`config.mk`:
```
export PLATFORM = sky130hd
export DESIGN_NAME = rmsd_after_superposition
export DESIGN_NICKNAME = d
export VERILOG_FILES = /design/src/rtl/core/rmsd_pkg.sv /design/src/rtl/core/rmsd_mul.sv /design/src/rtl/core/rmsd_divsqrt.sv /design/src/rtl/core/rmsd_after_superposition.sv
export VERILOG_INCLUDE_DIRS = /design/src /design/src/rtl/core
export SDC_FILE = /design/constraint.sdc
export NUM_CORES = 2
export LEC_CHECK = 0
export BUFFER_PORTS_ARGS = -buffer_cell sky130_fd_sc_hd__buf_4
export CAP_MARGIN = 15
export CORE_MARGIN = 8
export CORE_UTILIZATION = 60
export DETAILED_ROUTE_END_ITERATION = 10
export PLACE_DENSITY = 0.77
export SYNTH_ARGS = -nofsm -noshare
export SYNTH_HDL_FRONTEND = slang
export SYNTH_SLANG_ARGS = --single-unit
```
`constraint.sdc`:
```
create_clock -name clk_i -period 11.65 [get_ports clk_i]
set_clock_uncertainty 0.15 [all_clocks]
set_input_delay 1.7475 -clock clk_i [delete_from_list [all_inputs] [get_ports clk_i]]
set_output_delay 1.7475 -clock clk_i [all_outputs]
set_load 0.05 [all_outputs]
```
`src/rtl/core/assert_macros.svh`:
```
// assertion macros used by the rmsd top level
`ifndef ASSERT_MACROS_SVH
`define ASSERT_MACROS_SVH

// property must hold at every clock edge outside reset
`define RMSD_ASSERT(lbl, prop) \
  lbl: assert property (@(posedge clk_i) disable iff (!rst_ni) (prop)) \
    else $error("assertion failed");

// condition must never be true outside reset
`define RMSD_NEVER(lbl, cond) \
  lbl: assert property (@(posedge clk_i) disable iff (!rst_ni) !(cond)) \
    else $error("forbidden condition seen");

`endif

```
`src/rtl/core/rmsd_pkg.sv`:
```
// types and constants of the rmsd block
package rmsd_pkg;

  localparam int unsigned COORD_W  = 20;
  localparam int unsigned COEF_W   = 18;
  localparam int unsigned ROW_W    = 54;
  localparam int unsigned TRANS_W  = 60;
  localparam int unsigned CFG_W    = 60;
  localparam int unsigned CFG_IDX_W = 2;
  localparam int unsigned RMSD_W   = 24;
  localparam int unsigned TOTAL_W  = 17;
  localparam int unsigned SUM_W    = 64;
  localparam int unsigned MUL_W    = 26;
  localparam int unsigned PROD_W   = 52;
  localparam int unsigned ACC_W    = 41;
  localparam int unsigned DIST_W   = 54;
  localparam int unsigned ROOT_W   = 32;
  localparam int unsigned MAX_PAIRS_DEF = 65536;

  localparam logic [ROW_W-1:0] ROT_X_RST = ROW_W'(65536);
  localparam logic [ROW_W-1:0] ROT_Y_RST = ROW_W'(65536) << 18;
  localparam logic [ROW_W-1:0] ROT_Z_RST = ROW_W'(65536) << 36;

  // configuration register indexes
  typedef enum logic [CFG_IDX_W-1:0] {
    CFG_ROT_X = 2'd0,
    CFG_ROT_Y = 2'd1,
    CFG_ROT_Z = 2'd2,
    CFG_TRANS = 2'd3
  } cfg_reg_e;

  // main sequencer states
  typedef enum logic [2:0] {
    ST_IDLE,
    ST_RUN,
    ST_WAIT,
    ST_ROOT,
    ST_FIN
  } state_e;

  // divide and root unit phases
  typedef enum logic [2:0] {
    DS_IDLE,
    DS_DIV,
    DS_SQRT,
    DS_RND,
    DS_DONE
  } ds_phase_e;

  // tag carried along with each product
  typedef struct packed {
    logic       sq;
    logic [1:0] axis;
    logic [1:0] col;
  } mul_tag_t;

endpackage

```
`src/rtl/core/rmsd_mul.sv`:
```
// shared signed multiplier with registered product and tag
module rmsd_mul (
  input  logic                                clk_i,
  input  logic                                rst_ni,
  input  logic                                valid_i,
  input  logic signed [rmsd_pkg::MUL_W-1:0]   a_i,
  input  logic signed [rmsd_pkg::MUL_W-1:0]   b_i,
  input  rmsd_pkg::mul_tag_t                  tag_i,
  output logic                                valid_o,
  output logic signed [rmsd_pkg::PROD_W-1:0]  p_o,
  output rmsd_pkg::mul_tag_t                  tag_o
);

  logic                               valid_q;
  logic signed [rmsd_pkg::PROD_W-1:0] p_q;
  rmsd_pkg::mul_tag_t                 tag_q;

  // product valid flag
  always_ff @(posedge clk_i or negedge rst_ni) begin
    if (!rst_ni) begin
      valid_q <= 1'b0;
    end else begin
      valid_q <= valid_i;
    end
  end

  // product and tag
  always_ff @(posedge clk_i) begin
    if (valid_i) begin
      p_q   <= a_i * b_i;
      tag_q <= tag_i;
    end
  end

  assign valid_o = valid_q;
  assign p_o     = p_q;
  assign tag_o   = tag_q;

endmodule

```
`src/rtl/core/rmsd_divsqrt.sv`:
```
// bit-serial mean divide followed by digit-serial square root with rounding
module rmsd_divsqrt #(
  parameter int unsigned CNT_W = 17
) (
  input  logic                                clk_i,
  input  logic                                rst_ni,
  input  logic                                start_i,
  input  logic [rmsd_pkg::SUM_W-1:0]          num_i,
  input  logic [CNT_W-1:0]                    den_i,
  input  logic                                ack_i,
  output logic                                done_o,
  output logic [rmsd_pkg::RMSD_W-1:0]         value_o,
  output logic                                sat_o
);

  localparam int unsigned STEP_W = 6;
  localparam int unsigned SREM_W = rmsd_pkg::ROOT_W + 2;

  rmsd_pkg::ds_phase_e phase_q, phase_d;
  logic [STEP_W-1:0]              step_q;
  logic [rmsd_pkg::SUM_W-1:0]     quo_q;
  logic [CNT_W:0]                 rem_q;
  logic [CNT_W-1:0]               den_q;
  logic [rmsd_pkg::ROOT_W-1:0]    root_q;
  logic [SREM_W-1:0]              srem_q;
  logic [rmsd_pkg::RMSD_W-1:0]    value_q;
  logic                           sat_q;

  logic [CNT_W+1:0]  div_sh;
  logic [CNT_W+1:0]  div_try;
  logic              div_ok;
  logic [SREM_W:0]   sq_sh;
  logic [SREM_W:0]   sq_try;
  logic              sq_ok;
  logic [rmsd_pkg::ROOT_W:0] rnd;

  // divide step: shift in next dividend bit, compare with divisor
  assign div_sh  = {rem_q, quo_q[rmsd_pkg::SUM_W-1]};
  assign div_try = div_sh - (CNT_W+2)'(den_q);
  assign div_ok  = !div_try[CNT_W+1];

  // root step: bring in two bits, try 4r+1
  assign sq_sh  = {srem_q[SREM_W-2:0], quo_q[rmsd_pkg::SUM_W-1 -: 2]};
  assign sq_try = sq_sh - (SREM_W+1)'({root_q, 2'b01});
  assign sq_ok  = !sq_try[SREM_W];

  // round to nearest from the remainder
  assign rnd = (rmsd_pkg::ROOT_W+1)'(root_q) +
               (rmsd_pkg::ROOT_W+1)'(srem_q > SREM_W'(root_q));

  // phase sequencing
  always_comb begin
    phase_d = phase_q;
    unique case (phase_q)
      rmsd_pkg::DS_IDLE: if (start_i) phase_d = rmsd_pkg::DS_DIV;
      rmsd_pkg::DS_DIV:  if (step_q == STEP_W'(rmsd_pkg::SUM_W - 1)) phase_d = rmsd_pkg::DS_SQRT;
      rmsd_pkg::DS_SQRT: if (step_q == STEP_W'(rmsd_pkg::ROOT_W - 1)) phase_d = rmsd_pkg::DS_RND;
      rmsd_pkg::DS_RND:  phase_d = rmsd_pkg::DS_DONE;
      rmsd_pkg::DS_DONE: if (ack_i) phase_d = rmsd_pkg::DS_IDLE;
      default:           phase_d = rmsd_pkg::DS_IDLE;
    endcase
  end

  always_ff @(posedge clk_i or negedge rst_ni) begin
    if (!rst_ni) begin
      phase_q <= rmsd_pkg::DS_IDLE;
      step_q  <= '0;
    end else begin
      phase_q <= phase_d;
      if (phase_q != phase_d) begin
        step_q <= '0;
      end else begin
        step_q <= step_q + STEP_W'(1);
      end
    end
  end

  // datapath
  always_ff @(posedge clk_i) begin
    unique case (phase_q)
      rmsd_pkg::DS_IDLE: begin
        quo_q <= num_i;
        den_q <= den_i;
        rem_q <= '0;
      end
      rmsd_pkg::DS_DIV: begin
        quo_q  <= {quo_q[rmsd_pkg::SUM_W-2:0], div_ok};
        rem_q  <= div_ok ? div_try[CNT_W:0] : div_sh[CNT_W:0];
        root_q <= '0;
        srem_q <= '0;
      end
      rmsd_pkg::DS_SQRT: begin
        quo_q  <= {quo_q[rmsd_pkg::SUM_W-3:0], 2'b00};
        srem_q <= sq_ok ? sq_try[SREM_W-1:0] : sq_sh[SREM_W-1:0];
        root_q <= {root_q[rmsd_pkg::ROOT_W-2:0], sq_ok};
      end
      rmsd_pkg::DS_RND: begin
        sat_q   <= rnd[rmsd_pkg::ROOT_W:rmsd_pkg::RMSD_W] != '0;
        value_q <= (rnd[rmsd_pkg::ROOT_W:rmsd_pkg::RMSD_W] != '0) ? '1
                   : rnd[rmsd_pkg::RMSD_W-1:0];
      end
      default: begin
      end
    endcase
  end

  assign done_o  = phase_q == rmsd_pkg::DS_DONE;
  assign value_o = value_q;
  assign sat_o   = sat_q;

endmodule

```
`src/rtl/core/rmsd_after_superposition.sv`:
```
// rmsd top level: transform, squared distance accumulation and final root
//
//  channel | signals                                   | direction
//  in      | in_valid_i/in_ready_o, ref_*, mov_*, last | to block
//  out     | out_valid_o/out_ready_i, rmsd, total, sat | from block
//  cfg     | cfg_we_i, cfg_idx_i, cfg_data_i           | to block, no stall
//
// each pair runs twelve products through the single shared multiplier
// (nine rotation terms, three squares), then the pipeline drains and the accumulator updates.
// the last pair of a set is followed by the start, 64 divide steps, 32 root steps,
// a rounding step and the result load.
// reset clears accumulator, count and flags and loads the identity rotation.
// a held result in the output register only stalls the next set's final load.
`include "assert_macros.svh"

module rmsd_after_superposition #(
  parameter int unsigned MAX_PAIRS = rmsd_pkg::MAX_PAIRS_DEF
) (
  input  logic                                 clk_i,
  input  logic                                 rst_ni,
  input  logic                                 cfg_we_i,
  input  logic [rmsd_pkg::CFG_IDX_W-1:0]       cfg_idx_i,
  input  logic [rmsd_pkg::CFG_W-1:0]           cfg_data_i,
  input  logic                                 in_valid_i,
  output logic                                 in_ready_o,
  input  logic signed [rmsd_pkg::COORD_W-1:0]  ref_x_i,
  input  logic signed [rmsd_pkg::COORD_W-1:0]  ref_y_i,
  input  logic signed [rmsd_pkg::COORD_W-1:0]  ref_z_i,
  input  logic signed [rmsd_pkg::COORD_W-1:0]  mov_x_i,
  input  logic signed [rmsd_pkg::COORD_W-1:0]  mov_y_i,
  input  logic signed [rmsd_pkg::COORD_W-1:0]  mov_z_i,
  input  logic                                 is_last_i,
  output logic                                 out_valid_o,
  input  logic                                 out_ready_i,
  output logic [rmsd_pkg::RMSD_W-1:0]          rmsd_value_o,
  output logic [rmsd_pkg::TOTAL_W-1:0]         pair_total_o,
  output logic                                 saturated_o
);

  localparam int unsigned CNT_W = $clog2(MAX_PAIRS + 1);
  localparam int unsigned D_W   = rmsd_pkg::MUL_W;
  localparam int unsigned T_W   = rmsd_pkg::ACC_W - 16;

  rmsd_pkg::state_e state_q, state_d;

  // configuration
  logic [rmsd_pkg::ROW_W-1:0]   rot_q [3];
  logic [rmsd_pkg::TRANS_W-1:0] trans_q;

  // captured pair
  logic signed [rmsd_pkg::COORD_W-1:0] ref_q [3];
  logic signed [rmsd_pkg::COORD_W-1:0] mov_q [3];
  logic                                last_q;

  // issue counters
  logic [1:0] axis_q, col_q;
  logic       issue;
  logic       issue_end;

  // pipeline values
  logic signed [rmsd_pkg::ACC_W-1:0] acc_q, tsum_q;
  logic                              tv_q;
  logic [1:0]                        taxis_q;
  logic signed [D_W-1:0]             d_q [3];
  logic [rmsd_pkg::DIST_W-1:0]       dist_q;
  logic                              upd_q;

  // accumulator state
  logic [rmsd_pkg::SUM_W-1:0] sum_q;
  logic [CNT_W-1:0]           cnt_q;
  logic                       sat_q;

  // output register
  logic                        out_v_q;
  logic [rmsd_pkg::RMSD_W-1:0] out_rmsd_q;
  logic [rmsd_pkg::TOTAL_W-1:0] out_total_q;
  logic                        out_sat_q;

  // multiplier and root unit
  logic signed [D_W-1:0]              mul_a, mul_b;
  rmsd_pkg::mul_tag_t                 mul_tag;
  logic                               prod_v;
  logic signed [rmsd_pkg::PROD_W-1:0] prod;
  rmsd_pkg::mul_tag_t                 prod_tag;
  logic                               ds_start, ds_done, ds_ack, ds_sat;
  logic [rmsd_pkg::RMSD_W-1:0]        ds_value;

  logic [rmsd_pkg::ROW_W-1:0]         row_sel;
  logic signed [rmsd_pkg::COEF_W-1:0] coef_sel;
  logic signed [rmsd_pkg::COORD_W-1:0] trans_sel;
  logic signed [rmsd_pkg::ACC_W-1:0]  trans_ext;
  logic                               in_xfer, out_free, fin_load;
  logic [rmsd_pkg::SUM_W:0]           sum_add;
  logic [CNT_W+rmsd_pkg::TOTAL_W-1:0] cnt_ext;

  assign in_xfer  = in_valid_i && in_ready_o;
  assign out_free = !out_v_q || out_ready_i;
  assign issue_end = (axis_q == 2'd3) && (col_q == 2'd2);

  // sequencer
  always_comb begin
    state_d    = state_q;
    in_ready_o = 1'b0;
    issue      = 1'b0;
    ds_start   = 1'b0;
    ds_ack     = 1'b0;
    fin_load   = 1'b0;
    unique case (state_q)
      rmsd_pkg::ST_IDLE: begin
        in_ready_o = 1'b1;
        if (in_valid_i) state_d = rmsd_pkg::ST_RUN;
      end
      rmsd_pkg::ST_RUN: begin
        issue = 1'b1;
        if (issue_end) state_d = rmsd_pkg::ST_WAIT;
      end
      rmsd_pkg::ST_WAIT: begin
        if (upd_q) state_d = last_q ? rmsd_pkg::ST_ROOT : rmsd_pkg::ST_IDLE;
      end
      rmsd_pkg::ST_ROOT: begin
        ds_start = 1'b1;
        state_d  = rmsd_pkg::ST_FIN;
      end
      rmsd_pkg::ST_FIN: begin
        if (ds_done && out_free) begin
          ds_ack   = 1'b1;
          fin_load = 1'b1;
          state_d  = rmsd_pkg::ST_IDLE;
        end
      end
      default: state_d = rmsd_pkg::ST_IDLE;
    endcase
  end

  always_ff @(posedge clk_i or negedge rst_ni) begin
    if (!rst_ni) begin
      state_q <= rmsd_pkg::ST_IDLE;
    end else begin
      state_q <= state_d;
    end
  end

  // configuration writes
  always_ff @(posedge clk_i or negedge rst_ni) begin
    if (!rst_ni) begin
      rot_q[0] <= rmsd_pkg::ROT_X_RST;
      rot_q[1] <= rmsd_pkg::ROT_Y_RST;
      rot_q[2] <= rmsd_pkg::ROT_Z_RST;
      trans_q  <= '0;
    end else if (cfg_we_i) begin
      unique case (rmsd_pkg::cfg_reg_e'(cfg_idx_i))
        rmsd_pkg::CFG_ROT_X: rot_q[0] <= cfg_data_i[rmsd_pkg::ROW_W-1:0];
        rmsd_pkg::CFG_ROT_Y: rot_q[1] <= cfg_data_i[rmsd_pkg::ROW_W-1:0];
        rmsd_pkg::CFG_ROT_Z: rot_q[2] <= cfg_data_i[rmsd_pkg::ROW_W-1:0];
        rmsd_pkg::CFG_TRANS: trans_q  <= cfg_data_i[rmsd_pkg::TRANS_W-1:0];
        default: begin
        end
      endcase
    end
  end

  // capture the pair on transfer
  always_ff @(posedge clk_i) begin
    if (in_xfer) begin
      ref_q[0] <= ref_x_i;
      ref_q[1] <= ref_y_i;
      ref_q[2] <= ref_z_i;
      mov_q[0] <= mov_x_i;
      mov_q[1] <= mov_y_i;
      mov_q[2] <= mov_z_i;
      last_q   <= is_last_i;
    end
  end

  // issue counters: col runs 0..2, axis 0..2 for rotation, 3 for squares
  always_ff @(posedge clk_i or negedge rst_ni) begin
    if (!rst_ni) begin
      axis_q <= '0;
      col_q  <= '0;
    end else if (in_xfer) begin
      axis_q <= '0;
      col_q  <= '0;
    end else if (issue) begin
      col_q  <= (col_q == 2'd2) ? 2'd0 : col_q + 2'd1;
      if (col_q == 2'd2) axis_q <= axis_q + 2'd1;
    end
  end

  // operand selection
  always_comb begin
    unique case (axis_q)
      2'd0:    row_sel = rot_q[0];
      2'd1:    row_sel = rot_q[1];
      default: row_sel = rot_q[2];
    endcase
    unique case (col_q)
      2'd0:    coef_sel = row_sel[rmsd_pkg::COEF_W-1:0];
      2'd1:    coef_sel = row_sel[2*rmsd_pkg::COEF_W-1:rmsd_pkg::COEF_W];
      default: coef_sel = row_sel[3*rmsd_pkg::COEF_W-1:2*rmsd_pkg::COEF_W];
    endcase
    if (axis_q == 2'd3) begin
      mul_a = d_q[col_q];
      mul_b = d_q[col_q];
    end else begin
      mul_a = D_W'(coef_sel);
      mul_b = D_W'(mov_q[col_q]);
    end
    mul_tag.sq   = axis_q == 2'd3;
    mul_tag.axis = axis_q;
    mul_tag.col  = col_q;
  end

  rmsd_mul u_mul (
    .clk_i   (clk_i),
    .rst_ni  (rst_ni),
    .valid_i (issue),
    .a_i     (mul_a),
    .b_i     (mul_b),
    .tag_i   (mul_tag),
    .valid_o (prod_v),
    .p_o     (prod),
    .tag_o   (prod_tag)
  );

  // translation term of the axis now arriving, in Q.24
  always_comb begin
    unique case (prod_tag.axis)
      2'd0:    trans_sel = trans_q[rmsd_pkg::COORD_W-1:0];
      2'd1:    trans_sel = trans_q[2*rmsd_pkg::COORD_W-1:rmsd_pkg::COORD_W];
      default: trans_sel = trans_q[3*rmsd_pkg::COORD_W-1:2*rmsd_pkg::COORD_W];
    endcase
    trans_ext = rmsd_pkg::ACC_W'(trans_sel) <<< 16;
  end

  // product accumulation, rounding and distance squares
  always_ff @(posedge clk_i or negedge rst_ni) begin
    if (!rst_ni) begin
      tv_q  <= 1'b0;
      upd_q <= 1'b0;
    end else begin
      tv_q  <= prod_v && !prod_tag.sq && (prod_tag.col == 2'd2);
      upd_q <= prod_v && prod_tag.sq && (prod_tag.col == 2'd2);
    end
  end

  always_ff @(posedge clk_i) begin
    if (prod_v && !prod_tag.sq) begin
      unique case (prod_tag.col)
        2'd0:    acc_q  <= rmsd_pkg::ACC_W'(prod) + trans_ext;
        2'd1:    acc_q  <= acc_q + rmsd_pkg::ACC_W'(prod);
        default: begin
          tsum_q  <= acc_q + rmsd_pkg::ACC_W'(prod) + rmsd_pkg::ACC_W'(32768);
          taxis_q <= prod_tag.axis;
        end
      endcase
    end
    if (prod_v && prod_tag.sq) begin
      if (prod_tag.col == 2'd0) begin
        dist_q <= rmsd_pkg::DIST_W'(prod[rmsd_pkg::PROD_W-1:0]);
      end else begin
        dist_q <= dist_q + rmsd_pkg::DIST_W'(prod[rmsd_pkg::PROD_W-1:0]);
      end
    end
    // floor of the rounded Q.24 sum gives the Q.8 coordinate
    if (tv_q) begin
      d_q[taxis_q] <= D_W'(ref_q[taxis_q]) -
                      D_W'($signed(tsum_q[rmsd_pkg::ACC_W-1 -: T_W]));
    end
  end

  // saturating accumulator and pair count
  assign sum_add = {1'b0, sum_q} + (rmsd_pkg::SUM_W+1)'(dist_q);

  always_ff @(posedge clk_i or negedge rst_ni) begin
    if (!rst_ni) begin
      sum_q <= '0;
      cnt_q <= '0;
      sat_q <= 1'b0;
    end else if (fin_load) begin
      sum_q <= '0;
      cnt_q <= '0;
      sat_q <= 1'b0;
    end else if (upd_q) begin
      if (cnt_q >= CNT_W'(MAX_PAIRS)) begin
        sat_q <= 1'b1;
      end else begin
        cnt_q <= cnt_q + CNT_W'(1);
        if (sum_add[rmsd_pkg::SUM_W]) begin
          sum_q <= '1;
          sat_q <= 1'b1;
        end else begin
          sum_q <= sum_add[rmsd_pkg::SUM_W-1:0];
        end
      end
    end
  end

  rmsd_divsqrt #(
    .CNT_W (CNT_W)
  ) u_divsqrt (
    .clk_i   (clk_i),
    .rst_ni  (rst_ni),
    .start_i (ds_start),
    .num_i   (sum_q),
    .den_i   (cnt_q),
    .ack_i   (ds_ack),
    .done_o  (ds_done),
    .value_o (ds_value),
    .sat_o   (ds_sat)
  );

  // output register
  assign cnt_ext = {{rmsd_pkg::TOTAL_W{1'b0}}, cnt_q};

  always_ff @(posedge clk_i or negedge rst_ni) begin
    if (!rst_ni) begin
      out_v_q <= 1'b0;
    end else if (fin_load) begin
      out_v_q <= 1'b1;
    end else if (out_ready_i) begin
      out_v_q <= 1'b0;
    end
  end

  always_ff @(posedge clk_i) begin
    if (fin_load) begin
      out_rmsd_q  <= ds_value;
      out_total_q <= cnt_ext[rmsd_pkg::TOTAL_W-1:0];
      out_sat_q   <= sat_q || ds_sat;
    end
  end

  assign out_valid_o  = out_v_q;
  assign rmsd_value_o = out_rmsd_q;
  assign pair_total_o = out_total_q;
  assign saturated_o  = out_sat_q;

  // checks
  `RMSD_ASSERT(a_busy_after_xfer, in_xfer |=> !in_ready_o)
  `RMSD_NEVER(a_cnt_range, cnt_q > CNT_W'(MAX_PAIRS))
  `RMSD_NEVER(a_no_prod_idle, prod_v && (state_q == rmsd_pkg::ST_IDLE))
  `RMSD_ASSERT(a_load_needs_room, fin_load |-> (!out_v_q || out_ready_i))

endmodule
```
Word-level counts from Yosys, hierarchy flattened
Memory sizes are Yosys's and may differ from the RTL's. A register that Yosys moved wholly into a read port is not among the register bits.
Cells that the tools add are included.
W data, S select, Z words.
{"block": "op_classes", "addsub": 13, "order_cmp": 2, "n_eq_ne": 26, "reduce_logical": 41, "mul": 1, "n_bitwise": 1, "n_mux": 54}
{"op": "$mux W64", "count": 4}
{"op": "$pmux W64 S3", "count": 1}
{"op": "$pmux W54 S2", "count": 1}
{"op": "$pmux W41 S2", "count": 1}
{"op": "$pmux W18 S2", "count": 2}
{"op": "$pmux W34 S2", "count": 1}
{"op": "$add A64 B54 Y65", "count": 1}
{"op": "$pmux W32 S2", "count": 1}
{"op": "$add A54 B52 Y54", "count": 1}
{"op": "$mul A26 B26 Y52", "count": 1}
{"op": "$mux W26", "count": 2}
{"op": "$mux W52", "count": 1}
{"op": "$mux W17", "count": 3}
{"op": "$add A41 B17 Y41 const B", "count": 1}
{"op": "$add A41 B36 Y41", "count": 1}
{"op": "$add A41 B41 Y41", "count": 1}
{"op": "$pmux W20 S2", "count": 1}
{"op": "$sub A35 B34 Y35", "count": 1}
{"op": "$gt A34 B32 Y1", "count": 1}
{"op": "$mux W34", "count": 1}
{"op": "$add A32 B1 Y33", "count": 1}
{"op": "$pmux W3 S5", "count": 2}
{"op": "$sub A20 B25 Y26", "count": 1}
{"op": "$mux W3", "count": 8}
{"op": "other kinds (30)", "count": 99}
{"block": "word_totals", "memories": 3, "wordCells": 177, "ramBits": 198, "out_inout_bits": 44, "regBits": 752}
{"name": "d_q", "words": 3, "word_bits": 26, "read_ports": 1, "rd_clocked_by_memory_dff": 0, "wr": 1, "line": "rmsd_after_superposition.sv:64", "rtl": "logic signed [D_W-1:0] d_q [3];"}
{"name": "mov_q", "words": 3, "word_bits": 20, "read_ports": 1, "rd_clocked_by_memory_dff": 0, "wr": 3, "line": "rmsd_after_superposition.sv:52", "rtl": "logic signed [rmsd_pkg::COORD_W-1:0] mov_q [3];"}
{"name": "ref_q", "words": 3, "word_bits": 20, "read_ports": 1, "rd_clocked_by_memory_dff": 1, "wr": 3, "line": "rmsd_after_superposition.sv:51", "rtl": "logic signed [rmsd_pkg::COORD_W-1:0] ref_q [3];"}

Depth between registers and ports, before layout
{"block": "logic_depth", "depth_word": 9, "depth_mapped": 39}

Cells and area by module
A second synthesis with hierarchy kept.
{"block": "unflattened", "hier_cells": 7594, "area_unflattened_um2": 76847.5}
{"module": "rmsd_after_superposition", "n_inst": 1, "seq_area_each_um2": 18801.8, "cells_each": 3593, "area_each_um2": 38602.0}
{"module": "rmsd_mul", "n_inst": 1, "seq_area_each_um2": 1736.7, "cells_each": 2763, "area_each_um2": 26340.3}
{"module": "rmsd_divsqrt", "n_inst": 1, "seq_area_each_um2": 5930.7, "cells_each": 1238, "area_each_um2": 11905.2}

Worst setup path after synthesis
OpenSTA, ideal clock, no wires.
{"block": "synth_path", "path_kind": "flip-flop to flip-flop", "startpoint": "register axis_q[0]", "endpoint": "register u_mul.p_q, in the netlist u_mul.p_o[50], data pin", "required_ns": 11.237, "setup_ns": 0.263, "setup_slack_ns": 2.380, "arrival_time_ns": 8.857, "n_path_buf": 5, "path_stages_with_launch": 39, "synth_period_minus_slack_ns": 9.270, "path_cell_list": "dfrtp_1 > inv_1 > ha_1 > clkbuf_1 > nor2_1 > clkbuf_1 > buf_1 > nand2_1 > nand3_1 > nand3_1 > o21ai_1 > clkbuf_1 > nand2_1 > fa_1 > inv_1 > fa_1 > inv_1 > fa_1 > [3 not listed] > fa_1 > inv_1 > fa_1 > inv_1 > ha_1 > clkbuf_1 > a21o_1 > a21o_1 > a21oi_1 > o21ai_1 > nor3_1 > a2bb2oi_1 > a21oi_1 > a41o_1 > o21ai_1 > o21ai_1 > a311oi_1 > xnor2_1"}
{"block": "synth_via", "elab_chain_len": 5}
{"item": "start, declared", "line": "rmsd_after_superposition.sv:56", "rtl": "logic [1:0] axis_q, col_q;"}
{"item": "start signal, assigned", "line": "rmsd_after_superposition.sv:185", "rtl": "if (col_q == 2'd2) axis_q <= axis_q + 2'd1;"}
{"item": "$eq A2 B1 Y1 / $logic_not A2 Y1 (equally long branches)", "line": "rmsd_after_superposition.sv:191", "rtl": "unique case (axis_q)"}
{"item": "$pmux W54 S2", "line": "rmsd_after_superposition.sv:191"}
{"item": "$pmux W18 S2", "line": "rmsd_after_superposition.sv:196", "rtl": "unique case (col_q)"}
{"item": "$mux W26", "line": "rmsd_after_superposition.sv:201", "rtl": "if (axis_q == 2'd3) begin"}
{"item": "$mul A26 B26 Y52 (*)", "line": "rmsd_mul.sv:30", "rtl": "p_q <= a_i * b_i;"}
{"item": "end signal, assigned", "line": "rmsd_mul.sv:30"}
{"item": "end, declared", "line": "rmsd_mul.sv:15", "rtl": "logic signed [rmsd_pkg::PROD_W-1:0] p_q;"}
Mark *: on every way between the ends. The rest lies on a longest branch, timed or not.
A chain may end at the register's enable or synchronous reset.

Final worst setup path
{"block": "layout_path", "startpoint": "register axis_q[1]", "endpoint": "register u_mul.p_q, in the netlist u_mul.p_o[46], data pin"}
Same word-level chain as after synthesis.

==> results by group <==
Global routing
  • M3 GR Usage: 0.08290
  • Gr busiest metal: met2
  • Vias in the first global route: 56640
  • First-pass GRT wire length: approximately 320 mm
  • Initial antenna violation count: 4
  • Total GRT Usage: 0.3011
  • M2 GR Usage: 0.4708
  • Global route overflow: 0
  • Grt met1 use: 0.3904
  • Largest net degree at the start of global routing: a little under 100

Timing
  • Final worst path period share: 0.8877
  • PnR worst setup slack: between 1 and 1.5 ns
  • Worst-margin pin slew: 1.175 ns
  • Max-slew headroom: 0.2168
  • Endpoints failing setup: 0
  • Max-slew violations: 0
  • Unrepaired setup endpoints after global routing: false
  • Setup_tns: 0 ns
  • Fmax: 0.09669 GHz
  • Hold Fails Final Rpt: 0
  • Min Clock Period, post-route: 10.34 ns

Critical path
  • FF-to-FF path depth: 33
  • Worst R2R Setup Slack: about 1.3 ns
  • CP Launch Point: axis_q[1]$_DFFE_PN0P_
  • Worst Setup End Kind: flop
  • Crit Path Max Fanout: 28
  • Largest stage delay, worst path: 0.63 ns
  • CP max-delay cell: ha_2
  • Crit path DAT: between 10 and 15 ns
  • Top cell by count, worst path: fa_1
  • Critical path startpoint category: flop
  • Worst R2R Start: axis_q[1]$_DFFE_PN0P_
  • RR Endpoint: u_mul.p_o[46]$_DFFE_PP_
  • CP Class: flop to flop
  • WP data required: 11.95 ns

Synth
  • Synth Area in XOR/XNOR: 0.03915
  • Post-synth top area share: 0.2445
  • Largest family of logic cells by synthesized area: adder cells
  • Synth Area in Compound Gates: 0.1151
  • Synthesized area per cell: 10.11 um^2
  • Dominant synthesized flop cell: edfxtp_1
  • Yosys reg bits: 936
  • Top post-synthesis cells by count: inv_1 (996), nand2_1 (944), fa_1 (716)
  • Largest area contributor in the netlist: edfxtp_1
  • Post-synth EDFFs: around 600
  • YS warnings: 0
  • Async S/R FF share, synth: 0.3462
  • Seq/Total Area, Yosys: 0.3533
  • Yosys cell types: 110
  • Most numerous cell in the Yosys netlist: inv_1
  • Mapped Area: 74920 um^2
  • Synth Area in Adders: 0.2583
  • Synth Instances: 7410
  • Top cells by area, synth: edfxtp_1 (24%), fa_1 (19%), dfrtp_1 (11%)
  • Synth Area in Simple Gates: 0.1180
  • Syn_nets: 8715
  • Mux cell area share after synthesis: 0.05057

Route
  • Via count: 55290
  • Wire length per cell: 22.26 um
  • Drt first pass iters: 8
  • DRC viols: 0
  • Initial DRC Count: 4834
  • Total Wirelength: 206.6 mm
  • Antenna Nets Post-Route: 0
  • DR vias/cell: about 6

Floorplanning
  • Die X-Extent: around 370 um
  • Initial core utilization: 0.6052
  • Die Area: 136400 um^2
  • Die height: about 370 um
  • Site Rows: between 100 and 150
  • CORE AREA: about 120000 um^2
  • Num ports: 232

Cells and area
  • Layout area overhead: 9.643%
  • Fraction of layout cells with a size suffix above 1: 0.1109
  • Net count, final: 8864
  • Final std cells w/o fill: just over 9000
  • Diodes inserted: 0
  • # fillers: 9403

Worst hold path
  • Worst hold-check path type: flop to flop
  • WHS Path Cells: 0
  • Worst Hold Endpoint: rmsd_value_o[21]$_DFFE_PP_
  • Start point of the worst hold path: u_divsqrt.value_o[21]$_SDFFCE_PP1N_

Clock tree
  • Cts-stage hold buffer count: 0
  • CTS tree: done
  • Setup Buffers After CTS: 0
  • Inserted Clock Buffers: 99
  • Clk sinks: 936
  • Clock-pin transition on the worst setup and hold timing paths: 0.06 ns
  • H-tree levels: 3
  • Worst-Skew Late Latency: 0.72 ns
  • Root buf cell: clkbuf_16
  • Post-CTS sizing: 0
  • Max clock buf depth: 3

Placed design
  • Post-DP HPWL: ~160 mm
  • Place WS: about 1.5 ns
  • Port Buffers: 231
  • Placer Congestion: approximately 1
  • Placed cells: 9092

Outcome
  • Status: completed

Flow run
  • Max Cap Violations: 0
metal layers:
| metal | wire (um) | vias to the layer above |
|---|---|---|
| met2 | 92570 | 2598 |
| met4 | 11700 | 2 |
| met5 | 12 | - |
| met3 | 21230 | 579 |
| met1 | 81070 | 27010 |
| li1 | - | 25110 |
logic make-up after synthesis:
family | Yosys count
adder cells (fa/ha/maj) | 1117
XOR/XNOR | 334
buffers and inverters | 1301
AO/OA/AOI/OAI | 1348
multiplexers | 350
AND/OR/NAND/NOR | 2024
flip-flops | 936
layout by cell type (no fill, tap or decap), types with 16 or more instances in the layout:
cell / synthesis / layout
a31oi_1: 58 / 58
a21boi_0: 16 / 16
and2_1: 40 / 38
a21o_1: 158 / 158
nand2b_1: 55 / 54
clkbuf_16: 0 / 101
or3_1: 16 / 16
ha_1: 401 / 398
a22oi_1: 117 / 117
and3_1: 48 / 48
inv_1: 996 / 994
o21a_1: 55 / 55
nor3_1: 52 / 51
xor2_1: 109 / 109
nand2_1: 944 / 944
nor2_1: 535 / 529
mux2_2: 228 / 228
o21ai_0: 333 / 333
or2_2: 18 / 18
xnor2_1: 224 / 223
edfxtp_1: 610 / 610
dfrtp_1: 321 / 319
nand4_1: 39 / 39
mux2i_1: 122 / 121
clkinv_2: 0 / 21
fa_1: 716 / 716
a21oi_1: 334 / 332
nor2b_1: 63 / 62
o21bai_1: 49 / 49
nand3_1: 156 / 154
buf_4: 2 / 345
a211oi_1: 37 / 37
o21ai_1: 36 / 29
how the worst max path moves through the flow:
| stage | end | slack, ns | cells after the start |
|---|---|---|---|
| after floorplan | u_mul.p_o[50]$_DFFE_PP_ | 2.38 | 38 |
| after global placement | u_mul.p_o[50]$_DFFE_PP_ | 1.77 | 35 |
| after detailed placement | u_mul.p_o[46]$_DFFE_PP_ | 1.51 | 33 |
| after CTS | u_mul.p_o[46]$_DFFE_PP_ | 1.41 | 33 |
| after global routing | u_mul.p_o[46]$_DFFE_PP_ | 0.96 | 33 |
| final | u_mul.p_o[46]$_DFFE_PP_ | 1.31 | 33 |
stage by stage:
step	hold slack, ns	cell area, um^2	utilization
floorplan	0.2503	74920	-
global placement	0.2504	78640	0.6352
detailed placement	0.2545	78660	0.6354
CTS	0.2697	82080	0.6630
global route	0.2699	82140	0.6635
finish	0.2676	82140	0.6635
critical path, delay by kind of cell (launching register included):
kind | cells | cell delay [ns]
AOI/OAI and AO/OA | 12 | 3.22
adders and majority gates | 9 | 4.59
xor gates and xnor gates | 1 | 0.09
buffers and inverters | 7 | 0.87
and+or+nand+nor | 4 | 0.66
DFF | 1 | 0.43
sequential cells by signal, indices dropped and copies added (netlist names), 24 cells and up, named ones only:
signal	cells
tsum_q	25
u_divsqrt.value_o	24
u_divsqrt.srem_q	34
u_mul.p_o	52
u_divsqrt.quo_q	64
d_q	78
u_divsqrt.root_q	32
sum_q	64
rmsd_value_o	24
ref_q	60
trans_q	60
dist_q	54
acc_q	41
mov_q	60
rot_q	162
area by class of cell:
type,instances,area [um^2],area share
Timing Repair Buffer,351,2706,0.03295
Tap cell,1637,2048,0.02493
Sequential cell,936,26480,0.3223
Clock buffer,120,2689,0.03273
Clock inverter,66,732.0,0.008911
Multi-Input combinational cell,5173,43750,0.5326
Inverter,998,3746,0.04560
Power is left out: the tool's default activity adds up to more than one toggle a clock period on the data nets, which glitch-free logic cannot reach.
